[src/hdl/lzwve_pkg.sv]
package lzwve_pkg;

    localparam int DICT_DEPTH  = 4096;
    localparam int DEPTH_BITS  = $clog2(DICT_DEPTH);
    localparam int SYMBOL_BITS = 8;
    localparam int CODE_W      = 12;
    localparam int WIDTH_W     = 4;
    localparam int NEXT_W      = 13;
    localparam int SYM_W       = 8;
    localparam int KEY_W       = CODE_W + SYMBOL_BITS;

    // open-addressed lookup table, twice the code space
    localparam int HASH_BITS   = DEPTH_BITS + 1;
    localparam int HASH_DEPTH  = 1 << HASH_BITS;
    localparam int HASH_SHIFT  = HASH_BITS - SYMBOL_BITS;

    // epoch 0 marks a cleared slot; live epochs run 1..EPOCH_MAX
    localparam int EPOCH_W     = 8;
    localparam logic [EPOCH_W-1:0] EPOCH_MAX = '1;

    localparam int MIN_RESET   = 8;
    localparam int MAX_RESET   = 12;

    typedef enum logic [1:0] {
        ACT_START = 2'd0,
        ACT_DATA  = 2'd1,
        ACT_END   = 2'd2,
        ACT_NONE  = 2'd3
    } action_t;

    localparam logic [1:0] CFG_MIN_CODE = 2'd0;
    localparam logic [1:0] CFG_MAX_CODE = 2'd1;
    localparam logic [1:0] CFG_ADJUST   = 2'd2;

    typedef struct packed {
        logic [EPOCH_W-1:0] epoch;
        logic [KEY_W-1:0]   key;
        logic [CODE_W-1:0]  code;
    } tab_entry_t;

    typedef struct packed {
        logic                 we;
        logic [HASH_BITS-1:0] addr;
        tab_entry_t           data;
    } tab_wr_t;

    typedef struct packed {
        logic               last;
        logic [WIDTH_W-1:0] width;
        logic [CODE_W-1:0]  code;
    } result_t;

endpackage

[src/hdl/lzwve_out_fifo.sv]
module lzwve_out_fifo
    import lzwve_pkg::*;
(
    input  logic       aclk,
    input  logic       aresetn,
    input  logic [1:0] push_cnt,
    input  result_t    res0,
    input  result_t    res1,
    output logic       out_valid,
    input  logic       out_ready,
    output result_t    out_data,
    output logic       space2
);

    result_t    buf_reg [4];
    logic [1:0] wr_ptr_reg, rd_ptr_reg;
    logic [2:0] cnt_reg;
    logic       pop;

    assign out_valid = (cnt_reg != 3'd0);
    assign out_data  = buf_reg[rd_ptr_reg];
    assign space2    = (cnt_reg <= 3'd2);
    assign pop       = out_valid & out_ready;

    always_ff @(posedge aclk) begin
        if (push_cnt != 2'd0) begin
            buf_reg[wr_ptr_reg] <= res0;
        end
        if (push_cnt == 2'd2) begin
            buf_reg[wr_ptr_reg + 2'd1] <= res1;
        end
        if (!aresetn) begin
            wr_ptr_reg <= '0;
            rd_ptr_reg <= '0;
            cnt_reg    <= '0;
        end else begin
            wr_ptr_reg <= wr_ptr_reg + push_cnt;
            rd_ptr_reg <= rd_ptr_reg + 2'(pop);
            cnt_reg    <= cnt_reg + 3'(push_cnt) - 3'(pop);
        end
    end

endmodule

[config.mk]
export PLATFORM = sky130hd
export DESIGN_NAME = lzwve_out_fifo
export DESIGN_NICKNAME = d
export VERILOG_FILES = /design/src/hdl/lzwve_pkg.sv /design/src/hdl/lzwve_out_fifo.sv
export SDC_FILE = /design/constraint.sdc
export NUM_CORES = 1
export LEC_CHECK = 0
export ABC_CLOCK_PERIOD_IN_PS = 2500
export BUFFER_PORTS_ARGS = -buffer_cell sky130_fd_sc_hd__buf_4
export CORE_MARGIN = 8
export CORE_UTILIZATION = 45
export DETAILED_ROUTE_END_ITERATION = 8
export PLACE_DENSITY = 0.71
export SLEW_MARGIN = 25
export SYNTH_ARGS = -nofsm -noshare
export SYNTH_HDL_FRONTEND = slang
export SYNTH_SLANG_ARGS = --single-unit
[constraint.sdc]
create_clock -name aclk -period 2.5 [get_ports aclk]
set_input_delay 0.5 -clock aclk [delete_from_list [all_inputs] [get_ports aclk]]
set_output_delay 0.5 -clock aclk [all_outputs]
set_load 0.005 [all_outputs]
## Word level (Yosys, flattened, before mapping)

Memories as Yosys holds them, arrays and structs flattened. A register that Yosys moved wholly into a read port is not among the register bits.
Index checks and enable logic that the tools add are counted.

| word-level totals | value |
|---|---|
| register bits after elaboration | 7 |
| memories kept | 1 |
| bits in writable memories | 68 |
| word-level logic and storage cells | 19 |

Memories:

| memory | depth | bits a word | rd ports | clocked after Yosys merged registers in | wr ports | RTL line | RTL |
|---|---|---|---|---|---|---|---|
| buf_reg | 4 | 17 | 1 | 1 | 2 | lzwve_out_fifo.sv:15 | `result_t buf_reg [4];` |

| operators by class | value |
|---|---|
| reduce and logical (&&, ||, !) cells | 2 |
| add/subtract/negate cells | 5 |
| multiplexer cells | 5 |
| bitwise logic cells | 1 |
| order comparisons | 1 |
| eq/ne operators | 1 |

Operators by type and width:

| operator | count |
|---|---|
| two-way mux 1 bit | 4 |
| adder 3 x 2 -> 3 bit | 1 |
| <= comparator 3 x 2 -> 1 bit (second input constant) | 1 |
| nonzero test 3 bit | 1 |
| subtractor 3 x 1 -> 3 bit | 1 |
| adder 2 x 1 -> 2 bit | 1 |
| adder 2 x 1 -> 2 bit (second input constant) | 1 |
| adder 2 bit | 1 |
| == test 2 bit (second input constant) | 1 |
| two-way mux 2 bit | 1 |
| nonzero test 2 bit | 1 |
| bitwise AND 1 bit | 1 |

## Longest topological paths before layout

| depth | value |
|---|---|
| word-level depth | 4 |
| depth in mapped cells | 7 |
| depth with buffers taken out | 7 |

## Worst setup path after synthesis

OpenSTA, ideal clock, no wires.

| path | value |
|---|---|
| path kind | input port to flip-flop |
| start point | input port push_cnt[1] |
| end point | memory buf_reg[0][0] in the netlist's numbering, enable pin |
| stages | 3 |
| data arrival time | 2.029 ns |
| slack | 0.053 ns |
| setup time | 0.418 ns |
| path through | buf_4 > nor2_1 > o31ai_1 |

RTL lines:

| item | RTL line | RTL |
|---|---|---|
| start, declared | lzwve_out_fifo.sv:6 | `input logic [1:0] push_cnt,` |
| end, declared | lzwve_out_fifo.sv:15 |  |

==> results.toml <==
[power]
ir_drop_mv = 0.297
power_density_nw_per_um2 = 766
p_comb_share_pct = 26.9
p_int_mw = 2.65
sw_frac_of_total_pct = 25.1
power_mw = 3.54
clockPowerShare_pct = 28.0
leakage_nw = 1.73
pwr-share-seq_pct = 45.1
p_sw_mw = 0.889

[sta]
period_share_pct = 84.6
whs_ns = 0.453
fin_crit_ns = 2.11
max_freq_mhz = 473
slew_headroom_pct = 34.3
hold_violations = 0
maxSlewViolCount = 0
finClkSkew_ns = 0.00588
finalSetupViolations = 0
worst_pin_slew_ns = 0.981
setup_tns_ns = 0
rsz0062_at_grt = "false"

[detailed_routing]
firstDrtPassIters = 4
ant_nets = 0
drc = 0
totalWireLength_um = 7720
post_drt_wl_per_cell_um = 19.9
drt_iter0_markers = 97
via_count = 2063
vias_per_cell = 5.32

[final_layout]
drive_gt1_share_pct = 61.1
seq_area_um2 = 2180
multiInputGateArea_um2 = 1550
largest_register_ffs = 68
final_nets = 321
n_antenna_cell = 0
areaGrowthSynthToFinish_pct = 21.4
fillers = 648
layout_commonest_cell = "buf_4"
final_cell_mix = "buf_4, edfxtp_1, mux2_2, mux4_2, mux2_4"

[global_route]
grt_pass1_vias = 2309
gr-total-overflow = 0
grt_max_degree = 21
grt_pass1_wl_um = 12300
antenna_found_initial = 0
gr-usage-all-layers_pct = 14.0

[status]
run_status = "finished, final reports clean"

[synthesis]
synth-seq-cells = 75
avgSynthCellArea_um2 = 18.1
synth_area_leader_cell = "edfxtp_1"
ys.flop_type = "edfxtp_1"
syn-num-nets = 254
synth_cell_types = 30
syn_inst = 211
synth.top_cells.by_area = "edfxtp_1, mux2_2, mux4_2"
syn_area_um2 = 3810
synth_top_area_share_pct = 53.6
ys_warn_count = 0
ys_async_sr_fraction_pct = 0
synth_edf_count = 68
yosysSeqAreaShare_pct = 57.3

[cts]
clock_latency_ns = 0.33
cts_max_path_buffers = 2
htree_levels = 3
clock-sinks = 75
cts_tree = "done"
hold_buffers = 0
path_clk_slew_ns = 0.07
post_cts_buffers = 0
ctsResizeCount = 0
root_buffer = "clkbuf_8"
numCtsBuffers = 9

[critical_path]
end_kind = "output port"
slowest_stage = "mux4_2"
critPathLaunchType = "flip-flop"
crit_fanout = 20
worstPathRequired_ns = 2.00
worstPathArrival_ns = 1.61
crit_chain = "buf_12 -> mux4_2 -> buf_4"
critPathMaxStageDelay_ns = 0.55
worstSetupPathType = "reg -> out"

[hold_path]
worst_hold_path_type = "in -> reg"

[placed_design]
gp_congestion = 0.720
portBuffers = 57
hpwl_um = 5150

[floorplan]
die_y_um = 108
io_pins = 58
initial_utilization_pct = 46.4
die_w_um = 108
core_um2 = 8220
die_area_um2 = 11700
fp-row-count = 33

[flow_run]
cap_violations = 0
-- per-stage QoR --
stage	area [um2]	cells	setup slack [ns]	utilization, %
finish	4630	388	0.385	56.3
detailed placement	4420	372	0.419	53.8
global placement	4420	372	0.496	53.8
global route	4630	388	0.316	56.3
floorplan	3810	211	0.0533	-
CTS	4630	388	0.352	56.3
-- power by group through the flow --
stage                     Combinational [mW]  Clock, mW  Sequential (mW)
final                                  0.952      0.992             1.60
after CTS                              0.978       1.01             1.60
after global routing                    1.04       1.06             1.61
after detailed placement               0.974          0             1.63
after floorplan                        0.570          0             1.60
after global placement                 0.954          0             1.62
-- critical path, delay by kind of cell (launching register included) --
kind,cells,cell delay (ns)
multiplexers,1,0.55
buffers and inverters,2,0.37
flip-flops,1,0.36
-- final cells by class --
cell class,count,area share (%)
Clock inverter,5,1.68
Inverter,3,0.243
Clock buffer,11,2.84
Timing Repair Buffer,70,11.6
Multi-Input combinational cell,119,33.6
Sequential cell,75,47.2
Tap cell,105,2.84
-- kinds of logic after synthesis --
logic type,after synthesis,synth area share (%)
XOR/XNOR,2,1.18
AND/OR/NAND/NOR,18,3.81
AO/OA/AOI/OAI,6,1.21
multiplexers,89,32.2
flip-flops,75,57.3
adder cells (fa/ha/maj),4,1.51
buffers and inverters,17,2.86
-- worst paths after layout --
| path | from | endpoint | slack (ns) | cells after the start |
|---|---|---|---|---|
| max | rd_ptr_reg[0]$_SDFF_PN0_ | out_data[10] | 0.39 | 3 |
| min | aresetn | cnt_reg[0]$_SDFF_PN0_ | 0.45 | 2 |
| max reg2reg | wr_ptr_reg[1]$_SDFF_PN0_ | buf_reg[3][12]$_DFFE_PP_ | 0.62 | 1 |
| min reg2reg | rd_ptr_reg[0]$_SDFF_PN0_ | rd_ptr_reg[0]$_SDFF_PN0_ | 0.67 | 3 |
-- Yosys cell counts (all sizes together), types with 2 or more instances --
master   n
xnor3    2
o31ai    2
nand2    2
edfxtp  68
nand2b   2
mux2i    4
nor2     3
nor2b    3
buf     14
and2     3
mux2    68
mux4    17
ha       3
inv      3
dfxtp    7
-- metal layers --
| metal | share of wire, % | vias up | GRT usage, % | routed length (um) |
|---|---|---|---|---|
| met4 | 1.8 | 0 | 6.24 | 136 |
| met1 | 43 | 1027 | 16.8 | 3300 |
| met5 | 0 | - | 0 | 0 |
| li1 | - | 981 | - | - |
| met2 | 52 | 43 | 23.8 | 4050 |
| met3 | 3.0 | 12 | 2.68 | 233 |
Power figures use the tool's default switching activity.
